File: src/sv/lapm_pkg.sv
// Shared constants, codes and types of the leading-one approximate multiplier.
package lapm_pkg;

	localparam int OPERAND_WIDTH = 16;
	localparam int FRAC_BITS     = OPERAND_WIDTH - 1;
	localparam int POS_BITS      = $clog2(OPERAND_WIDTH);
	localparam int EXP_BITS      = POS_BITS + 1;
	localparam int SUM_BITS      = FRAC_BITS + 2;
	localparam int PROD_BITS     = 2 * OPERAND_WIDTH;
	localparam int CORR_BITS     = 13;

	// Correction rule codes held in the variant register.
	localparam logic [1:0] VAR_TWO   = 2'd0;
	localparam logic [1:0] VAR_THREE = 2'd1;
	localparam logic [1:0] VAR_FIVE  = 2'd2;
	localparam logic [1:0] VAR_RESET = VAR_FIVE;

	// Region bounds on the 15-bit fractions.
	localparam logic [FRAC_BITS-1:0] B_2048  = 15'd2048;
	localparam logic [FRAC_BITS-1:0] B_4096  = 15'd4096;
	localparam logic [FRAC_BITS-1:0] B_6144  = 15'd6144;
	localparam logic [FRAC_BITS-1:0] B_12288 = 15'd12288;
	localparam logic [FRAC_BITS-1:0] B_14336 = 15'd14336;
	localparam logic [FRAC_BITS-1:0] B_18432 = 15'd18432;
	localparam logic [FRAC_BITS-1:0] B_20480 = 15'd20480;
	localparam logic [FRAC_BITS-1:0] B_26624 = 15'd26624;
	localparam logic [FRAC_BITS-1:0] B_28672 = 15'd28672;
	localparam logic [FRAC_BITS-1:0] B_30720 = 15'd30720;

	// Correction terms.
	localparam logic [CORR_BITS-1:0] C_NONE = 13'd0;
	localparam logic [CORR_BITS-1:0] C_128  = 13'd128;
	localparam logic [CORR_BITS-1:0] C_504  = 13'd504;
	localparam logic [CORR_BITS-1:0] C_896  = 13'd896;
	localparam logic [CORR_BITS-1:0] C_1024 = 13'd1024;
	localparam logic [CORR_BITS-1:0] C_1536 = 13'd1536;
	localparam logic [CORR_BITS-1:0] C_2048 = 13'd2048;
	localparam logic [CORR_BITS-1:0] C_3072 = 13'd3072;
	localparam logic [CORR_BITS-1:0] C_3584 = 13'd3584;
	localparam logic [CORR_BITS-1:0] C_4096 = 13'd4096;

	// One operand split into its leading-one position and aligned fraction.
	typedef struct packed {
		logic [POS_BITS-1:0]  pos;
		logic [FRAC_BITS-1:0] frac;
	} norm_t;

endpackage

File: src/sv/lapm_norm.sv
// Leading-one detector and fraction alignment for one operand.
module lapm_norm import lapm_pkg::*; (
	input  logic [OPERAND_WIDTH-1:0] operand,
	output norm_t                    norm
);

	logic [POS_BITS-1:0]      pos;
	logic [OPERAND_WIDTH-1:0] aligned;

	always_comb begin
		pos = '0;
		for (int i = 0; i < OPERAND_WIDTH; i++) begin
			if (operand[i]) begin
				pos = POS_BITS'(i);
			end
		end
	end

	// Shifting the leading one up to the top bit leaves the fraction below it.
	assign aligned   = operand << (POS_BITS'(FRAC_BITS) - pos);
	assign norm.pos  = pos;
	assign norm.frac = aligned[FRAC_BITS-1:0];

endmodule

File: src/sv/lapm_corr.sv
// Region-based correction term for the selected correction rule.
module lapm_corr import lapm_pkg::*; (
	input  logic [1:0]           variant,
	input  logic [FRAC_BITS-1:0] fa,
	input  logic [FRAC_BITS-1:0] fb,
	output logic [CORR_BITS-1:0] corr
);

	logic [CORR_BITS-1:0] corr_two;
	logic [CORR_BITS-1:0] corr_three;
	logic [CORR_BITS-1:0] corr_five;

	always_comb begin
		if (fa >= B_6144 && fa <= B_26624 && fb >= B_6144 && fb <= B_26624) begin
			corr_two = C_3072;
		end else begin
			corr_two = C_896;
		end
	end

	always_comb begin
		if ((fa >= B_6144 && fa <= B_18432 && fb >= B_14336 && fb <= B_26624) ||
		    (fb >= B_6144 && fb <= B_18432 && fa >= B_14336 && fa <= B_26624)) begin
			corr_three = C_3584;
		end else if (fa < B_4096 || fb < B_4096 || fa > B_28672 || fb > B_28672) begin
			corr_three = C_504;
		end else begin
			corr_three = C_1536;
		end
	end

	// The five-region tests are ordered; the first one that matches wins.
	always_comb begin
		if (fa <= B_2048 || fa >= B_30720 || fb <= B_2048 || fb >= B_30720) begin
			corr_five = C_128;
		end else if ((fa < B_12288 && fb < B_12288) ||
		             (fa >= B_20480 && fb >= B_20480)) begin
			corr_five = C_1024;
		end else if (fa >= B_12288 && fa < B_20480 && fb >= B_12288 && fb < B_20480) begin
			corr_five = C_4096;
		end else if (fa >= B_6144 && fa < B_26624 && fb >= B_6144 && fb < B_26624) begin
			corr_five = C_3072;
		end else begin
			corr_five = C_2048;
		end
	end

	always_comb begin
		case (variant)
			VAR_TWO:   corr = corr_two;
			VAR_THREE: corr = corr_three;
			VAR_FIVE:  corr = corr_five;
			default:   corr = C_NONE;
		endcase
	end

endmodule

File: src/sv/lapm_core.sv
// Fraction sum, exponent and final shift that form the approximate product.
module lapm_core import lapm_pkg::*; (
	input  logic [1:0]               variant,
	input  logic [OPERAND_WIDTH-1:0] operand_a,
	input  logic [OPERAND_WIDTH-1:0] operand_b,
	output logic [PROD_BITS-1:0]     product
);

	norm_t                norm_a;
	norm_t                norm_b;
	logic [CORR_BITS-1:0] corr;
	logic [SUM_BITS-1:0]  sum;
	logic [EXP_BITS-1:0]  expo;
	logic [FRAC_BITS:0]   mant;
	logic [PROD_BITS-1:0] mant_wide;

	lapm_norm u_norm_a (
		.operand (operand_a),
		.norm    (norm_a)
	);

	lapm_norm u_norm_b (
		.operand (operand_b),
		.norm    (norm_b)
	);

	lapm_corr u_corr (
		.variant (variant),
		.fa      (norm_a.frac),
		.fb      (norm_b.frac),
		.corr    (corr)
	);

	// The sum stays below 2^17; its top bit, which can be set, is dropped.
	assign sum = SUM_BITS'(norm_a.frac) + SUM_BITS'(norm_b.frac) + SUM_BITS'(corr);
	assign expo = EXP_BITS'(norm_a.pos) + EXP_BITS'(norm_b.pos)
	            + EXP_BITS'(sum[FRAC_BITS]);
	assign mant = {1'b1, sum[FRAC_BITS-1:0]};
	assign mant_wide = PROD_BITS'(mant);

	always_comb begin
		if (operand_a == '0 || operand_b == '0) begin
			product = '0;
		end else if (expo >= EXP_BITS'(FRAC_BITS)) begin
			product = mant_wide << (expo - EXP_BITS'(FRAC_BITS));
		end else begin
			product = mant_wide >> (EXP_BITS'(FRAC_BITS) - expo);
		end
	end

endmodule

File: src/sv/leading_one_approx_multiplier_unit.sv
// Top level of the leading-one approximate multiplier: registers and ports.
//
//  Port group   Direction  Signals                          Meaning
//  command      in         start, operand_a, operand_b      operand word, taken on start & !busy
//  status       out        busy                             never high; a word is taken every cycle
//  result       out        done, product                    product word, flagged by done for one cycle
//  config       in/out     cfg_valid, cfg_ready, cfg_data   correction rule, written on valid & ready
//
// An operand word is registered at the edge that accepts it, and its product is
// registered at the next edge, together with done. One word enters each cycle;
// the path from the operand register through leading-one detection, the
// fraction add and the final shifter sets the clock period.
// Reset clears the pipeline valid flags and loads the five-region rule.
// The receiver has no way to stall, so nothing in the block ever waits.
module leading_one_approx_multiplier_unit import lapm_pkg::*; (
	input  logic                     clk,
	input  logic                     arst_n,
	input  logic                     start,
	output logic                     busy,
	input  logic [OPERAND_WIDTH-1:0] operand_a,
	input  logic [OPERAND_WIDTH-1:0] operand_b,
	output logic                     done,
	output logic [PROD_BITS-1:0]     product,
	input  logic                     cfg_valid,
	output logic                     cfg_ready,
	input  logic [1:0]               cfg_data
);

	logic [1:0]               variant_q;
	logic                     valid_s1;
	logic [OPERAND_WIDTH-1:0] a_s1;
	logic [OPERAND_WIDTH-1:0] b_s1;
	logic                     valid_s2;
	logic [PROD_BITS-1:0]     product_s2;
	logic [PROD_BITS-1:0]     product_comb;
	logic                     accept;

	assign busy      = 1'b0;
	assign cfg_ready = 1'b1;
	assign accept    = start && !busy;

	always_ff @(posedge clk or negedge arst_n) begin
		if (!arst_n) begin
			variant_q <= VAR_RESET;
		end else if (cfg_valid && cfg_ready) begin
			variant_q <= cfg_data;
		end
	end

	always_ff @(posedge clk or negedge arst_n) begin
		if (!arst_n) begin
			valid_s1 <= 1'b0;
			valid_s2 <= 1'b0;
		end else begin
			valid_s1 <= accept;
			valid_s2 <= valid_s1;
		end
	end

	always_ff @(posedge clk) begin
		if (accept) begin
			a_s1 <= operand_a;
			b_s1 <= operand_b;
		end
		if (valid_s1) begin
			product_s2 <= product_comb;
		end
	end

	lapm_core u_core (
		.variant   (variant_q),
		.operand_a (a_s1),
		.operand_b (b_s1),
		.product   (product_comb)
	);

	assign done    = valid_s2;
	assign product = product_s2;

	// Every accepted word raises done once its product has been registered.
	a_latency: assert property (@(posedge clk) disable iff (!arst_n)
		accept |=> ##1 done)
		else $error("product word missing two cycles after start");

	// No product word appears without a matching start.
	a_no_spurious: assert property (@(posedge clk) disable iff (!arst_n)
		done |-> $past(accept, 2))
		else $error("product word without a start");

	// A zero operand always gives a zero product.
	a_zero: assert property (@(posedge clk) disable iff (!arst_n)
		(accept && (operand_a == '0 || operand_b == '0)) |=> ##1 (product == '0))
		else $error("zero operand gave a nonzero product");

endmodule
File: config.mk
export PLATFORM = sky130hd
export DESIGN_NAME = leading_one_approx_multiplier_unit
export DESIGN_NICKNAME = d
export VERILOG_FILES = /design/src/sv/lapm_pkg.sv /design/src/sv/lapm_norm.sv /design/src/sv/lapm_corr.sv /design/src/sv/lapm_core.sv /design/src/sv/leading_one_approx_multiplier_unit.sv
export SDC_FILE = /design/constraint.sdc
export NUM_CORES = 1
export LEC_CHECK = 0
export ABC_AREA = 1
export BUFFER_PORTS_ARGS = -buffer_cell sky130_fd_sc_hd__buf_2
export CAP_MARGIN = 10
export CORE_MARGIN = 1.5
export CORE_UTILIZATION = 55
export DETAILED_ROUTE_END_ITERATION = 6
export HOLD_SLACK_MARGIN = 0.02
export MAX_ROUTING_LAYER = met4
export PLACE_DENSITY_LB_ADDON = 0.2
export SLEW_MARGIN = 30
export SYNTH_ARGS = -nofsm -noshare
export SYNTH_HDL_FRONTEND = slang
export SYNTH_SLANG_ARGS = --single-unit
File: constraint.sdc
create_clock -name clk -period 7.5 [get_ports clk]
set_input_delay 2.25 -clock clk [delete_from_list [all_inputs] [get_ports clk]]
set_output_delay 2.25 -clock clk [all_outputs]
set_load 0.01 [all_outputs]
* Word level (Yosys, flattened, before mapping) *
Index checks and enable logic that the tools add are counted.
Widths: inputs -> output; s select.

cells by class
  multiply operators = 0
  div/mod/pow operators = 0
  mux-type cells = 39
  shift-type cells = 4
  bitwise operators = 0
  magnitude comparators = 27
  equal/unequal tests = 2
  $add $sub $neg = 8
  reduce and logical (&&, ||, !) cells = 29

operator list
  cell                  count
  $mux 4                28
  $ge 15x14->1 const B  4
  $ge 15x15->1 const B  4
  $le 15x15->1 const B  4
  $lt 15x15->1 const B  4
  $mux 13               3
  $pmux 13 s3           1
  $logic_not 16->1      2
  $mux 32               1
  $shl 16x4->15         2
  $shl 16x5->32         1
  $shr 16x5->32         1
  $ge 15x13->1 const B  2
  $gt 15x15->1 const B  2
  $le 15x12->1 const B  2
  $lt 15x13->1 const B  2
  $lt 15x14->1 const B  2
  $mux 12               2
  $mux 11               2
  $logic_and 1x1->1     17
  $add 15x15->16        1
  $add 16x13->16        1
  $logic_or 1x1->1      9
  $sub 4x4->4 const A   2
  other kinds (9)       10

storage, ports and cells
  memories kept = 0
  input bits = 38
  register bits = 68
  RAM bits = 0
  word-level logic and storage cells = 115
  ROM bits = 0
  bits in latches = 0

* Longest topological paths before layout *
  depth in word-level cells = 31
  gate-level depth with buffers = 64

* Hierarchy *
Synthesis repeated with hierarchy kept, for this count alone.

unflattened totals
  cell total of the unflattened synthesis = 1173
  area total of the unflattened synthesis = 7470.9 um^2

by module, submodules not included
  module                              instances  area an instance (um^2)  cells an instance
  lapm_core                           1          3216.8                   605
  leading_one_approx_multiplier_unit  1          2072.0                   79
  lapm_norm                           2          787.0                    179
  lapm_corr                           1          608.1                    131

* Worst setup path before layout *
Ideal clock, no wire load.

  path type = flip-flop to flip-flop
  start = reg b_s1[2]
  end = reg product_s2[14] (netlist: product[14]), data pin
  required time = 7220 ps
  slack = -152 ps
  arrival = 7372 ps
  stages on the path, launching flop included = 61
  setup time = 280 ps
  path buffers = 4
  cells stage by stage = edfxtp_1 inv_1 nand2_1 nand2_1 nand2_1 nand2_1 nand2_1 nand2_1 nand2_1 nand2_1 nand2_1 nand2_1 nand2_2 nand2_4 nand2_4 buf_8 nand2_1 nand3_1 (+25 left out) a21oi_1 o21bai_1 a21oi_1 nor2_1 nor2_1 xor2_1 fa_1 fa_1 clkinv_1 clkbuf_1 ha_1 ha_1 clkbuf_1 clkbuf_1 mux2i_1 nand2_1 nand3_1 a21oi_1

on the way
  word-level cells in the longest chain between the ends = 29
  elaborated cells between the ends (all ways) = 69
  those cells by class = add/sub: 7; order compare: 14; shift: 3; mux: 23; reduce/logical: 22

RTL lines
  item                                            line                                               RTL
  start: declaration                              leading_one_approx_multiplier_unit.sv:32           logic [OPERAND_WIDTH-1:0] b_s1;
  start signal: assignment                        leading_one_approx_multiplier_unit.sv:63           b_s1 <= operand_b;
  $mux 4 (14 in a row)                            lapm_norm.sv:13                                    if (operand[i]) begin
  $sub 4x4->4                                     lapm_norm.sv:20                                    assign aligned = operand << (POS_BITS'(FRAC_BITS) - pos);
  $shl 16x4->15                                   lapm_norm.sv:20
  $ge 15x13->1                                    lapm_corr.sv:14, lapm_corr.sv:23, lapm_corr.sv:41
  $logic_and 1x1->1 (2 in a row)                  lapm_corr.sv:41                                    end else if (fa >= B_6144 && fa < B_26624 && fb >= B_6144 && fb < B_26624) begin
  $mux 11                                         lapm_corr.sv:41
  $mux 13                                         lapm_corr.sv:39                                    end else if (fa >= B_12288 && fa < B_20480 && fb >= B_12288 && fb < B_20480) begin
  $mux 13                                         lapm_corr.sv:36                                    end else if ((fa < B_12288 && fb < B_12288) ||
  $mux 13                                         lapm_corr.sv:34                                    if (fa <= B_2048 || fa >= B_30720 || fb <= B_2048 || fb >= B_30720) begin
  $pmux 13 s3                                     lapm_corr.sv:49                                    case (variant)
  $add 16x13->16                                  lapm_core.sv:35                                    assign sum = SUM_BITS'(norm_a.frac) + SUM_BITS'(norm_b.frac) + SUM_BITS'(corr);
  $add 5x1->5                                     lapm_core.sv:37                                    + EXP_BITS'(sum[FRAC_BITS]);
  $sub 4x5->5 or $sub 5x4->5 (tied branches)      lapm_core.sv:47, lapm_core.sv:45
  $shr 16x5->32 or $shl 16x5->32 (tied branches)  lapm_core.sv:47, lapm_core.sv:45
  $mux 32                                         lapm_core.sv:44                                    end else if (expo >= EXP_BITS'(FRAC_BITS)) begin
  end signal: assignment                          leading_one_approx_multiplier_unit.sv:66           product_s2 <= product_comb;
  end: declaration                                leading_one_approx_multiplier_unit.sv:34           logic [PROD_BITS-1:0] product_s2;

Parallel ways exist; a longest one is shown, timed or not.
A chain may end at the register's enable or synchronous reset.

* Final worst setup path *
  start = reg b_s1[5]
  end = reg product_s2[30] (netlist: product[30]), data pin

on the way
  word-level cells in the longest chain between the ends = 26
  elaborated cells between the ends (all ways) = 66
  those cells by class = add/sub: 7; order compare: 14; shift: 3; mux: 20; reduce/logical: 22

RTL lines
  item                                            line
  $mux 4 (11 in a row)                            lapm_norm.sv:13
  $sub 4x4->4                                     lapm_norm.sv:20
  $shl 16x4->15                                   lapm_norm.sv:20
  $ge 15x13->1                                    lapm_corr.sv:14, lapm_corr.sv:23, lapm_corr.sv:41
  $logic_and 1x1->1 (2 in a row)                  lapm_corr.sv:41
  $mux 11                                         lapm_corr.sv:41
  $mux 13                                         lapm_corr.sv:39
  $mux 13                                         lapm_corr.sv:36
  $mux 13                                         lapm_corr.sv:34
  $pmux 13 s3                                     lapm_corr.sv:49
  $add 16x13->16                                  lapm_core.sv:35
  $add 5x1->5                                     lapm_core.sv:37
  $sub 4x5->5 or $sub 5x4->5 (tied branches)      lapm_core.sv:47, lapm_core.sv:45
  $shr 16x5->32 or $shl 16x5->32 (tied branches)  lapm_core.sv:47, lapm_core.sv:45
  $mux 32                                         lapm_core.sv:44

Parallel ways exist; a longest one is shown, timed or not.

==> impl_metrics.ini <==
[outcome]
outcome = complete, but fails checks
violations = design-rule violations

[global_route]
grt_pass1_wl_um = 34100
grt_start_max_net_pins = 34
overflow = 0
grt_use_total_pct = 33.2
antenna_found_initial = 0
grt_pass1_vias = 7068

[worst_setup_path]
cp-startpoint = b_s1[5]
r2r_start = b_s1[5]
cp_data_required_time_ns = 7.59
end_kind = flop
worstSetupStartpointType = flop
worstSetupPathType = flop to flop
crit_buf_inv = 9
crit_top_cell = nand2_1
crit_cells = 45
crit_slowest_cell = fa_2
arrival_ns = 7.58
crit_path_end = product[30]
r2r_end = product[30]
rr_worst_depth = 45
path_delay_family = simple AND/OR/NAND/NOR gates
rrSetupSlack_ns = 0.003
slowest_delay_ns = 0.55
worst-path-max-fanout = 12

[floorplanning]
start_util_pct = 56.6
core_area_um2 = 12600
die_h_um = 117
rows = 41
ioPinCount = 73
dieArea_um2 = 13700
dieWidth_um = 117

[flow_run]
drv_cap = 0

[clocking]
cts_max_path_buffers = 2
cts_root_buffer = clkbuf_16
postCtsHoldBufs = 0
cts_max_level = 3
clock-sinks = 68
cts_tree = yes
clk_pin_slew_ns = 0.07
numCtsBuffers = 9
clk_latency_ns = 0.36

[synth]
synth_enable_flop_cells = 64
yosysMostFrequentCell = nand2_1
synthTopCellsByCount = nand2_1, nand3_1, inv_1
yosys.area.top_type = edfxtp_1
synth_seq_area_share_pct = 28.3
yosysWarnings = 0
synthFlopType = edfxtp_1
postSynthCellCount = 1058
ys_async_sr_fraction_pct = 5.88
syn_nets = 1135
synth-seq-cells = 68
ys_top_cells_by_area = edfxtp_1, nand2_1, nand3_1, inv_1, ha_1
synthDistinctLibCells = 54
synth_area_um2 = 7140
yosysTopAreaCellShare_pct = 26.9
avgSynthCellArea_um2 = 6.75

[cells_and_area]
drive_gt1_share_pct = 39.1
fin_cells = 1444
nets = 1345
area_delta_synth_final_pct = 42.9
antenna_cells = 0

[routing]
vias = 8403
wirelength_um = 24500
via_per_inst = 5.82
post-route-drc-count = 9
dr.pass1.iters = 7
drt_iter0_markers = 984
routedWlPerCell_um = 17.0
antenna_left = 0

[min_path]
worstHoldPathType = flop to flop

[sta]
relSlewSlack_pct = 49.4
tightestPinTransition_ns = 0.759
finalHoldViolations = 0
fin_tns_setup_ns = 0
grt_setup_unrepaired = true
fin_crit_ns = 7.50
drv_slew = 0
fmax_ghz = 0.133
period_share_pct = 100
finalSetupViolations = 0
fin_skew_ns = 0.0162

[placed_design]
port_buffers = 70
dp_hpwl_um = 16500
gp_congestion = 0.998
dp_cells = 1384
cell usage in the layout, fill, tap and decap left out, types with 9 or more instances in the layout:
| cell | count |
|---|---|
| nand2_1 | 262 |
| buf_4 | 136 |
| nand3_1 | 113 |
| inv_1 | 106 |
| buf_2 | 70 |
| edfxtp_1 | 64 |
| nor2_1 | 44 |
| nand3_2 | 44 |
| nand2_2 | 42 |
| o21ai_0 | 34 |
| a21oi_1 | 33 |
| inv_2 | 23 |
| o21ai_2 | 23 |
| nor2_4 | 19 |
| ha_1 | 19 |
| buf_6 | 19 |
| o21ai_1 | 17 |
| nand2_4 | 15 |
| nor2_2 | 12 |
| o211ai_1 | 10 |
| clkbuf_16 | 10 |
| fa_1 | 9 |
| ha_4 | 9 |
how the worst min path moves through the flow:
| stage | startpoint | end | slack [ns] | depth (start not counted) |
|---|---|---|---|---|
| floorplan | variant_q[1] | variant_q[1] | 0.54 | 2 |
| global placement | variant_q[1] | variant_q[1] | 0.59 | 2 |
| detailed placement | variant_q[1] | variant_q[1] | 0.59 | 2 |
| CTS | variant_q[1] | variant_q[1] | 0.60 | 2 |
| global route | variant_q[1] | variant_q[1] | 0.64 | 2 |
| finish | variant_q[1] | variant_q[1] | 0.61 | 2 |
worst min-delay path: stages (launching register included):
cell and delay (ns):
dfstp_2 0.39, inv_1 0.12, o21ai_0 0.09
flip-flops by register name, indices dropped and copies added, names as in the netlist:
signal / cells
a_s1: 16
b_s1: 16
done: 1
product: 32
valid_s1: 1
variant_q: 2
metal layers:
metal / global-route usage, % / wire length [µm] / vias to the layer above
met2: 54.7 / 11900 / 501
met4: 8.84 / 891 / 0
met1: 42.7 / 9800 / 3848
li1: - / - / 3954
met3: 5.36 / 2000 / 100
met5: - / 0 / -
metrics by stage:
| stage | setup slack (ns) | hold slack, ns | instance area, µm² | util (%) |
|---|---|---|---|---|
| finish | 0.00291 | 0.614 | 10200 | 80.8 |
| global route | -0.550 | 0.638 | 10200 | 80.8 |
| CTS | 0.0102 | 0.601 | 8880 | 70.4 |
| detailed placement | -0.299 | 0.588 | 8460 | 67.1 |
| global placement | -0.170 | 0.585 | 8460 | 67.0 |
| floorplan | 0.0847 | 0.542 | 7140 | - |
cells by family after synthesis:
group	synth area share, %
and+or+nand+nor	37.7
DFF	28.3
xor gates and xnor gates	1.84
muxes	0.841
AOI/OAI and AO/OA	13.0
buffers and inverters	10.2
other	0.105
adders and majority gates	7.99
cell type report:
| cell class | count | area [µm²] |
|---|---|---|
| inverters | 141 | 569 |
| clock buffers | 12 | 236 |
| clock inverters | 3 | 38.8 |
| multi-input cells | 814 | 5360 |
| fillers | 896 | 2420 |
| repair buffers | 234 | 1760 |
| well taps | 172 | 215 |
| flip-flops and latches | 68 | 2020 |
what timing repair did:
item,4_1_cts,5_1_grt
gates resized for setup,30,270
gates cloned,1,3
pin swaps,1,68
buffers inserted,4,39
endpoints found under the setup margin,32,32
hold endpoints to repair,0,0
Power is not shown: default switching activity piles up to over one toggle a cycle in this logic, so the estimate is an artifact.
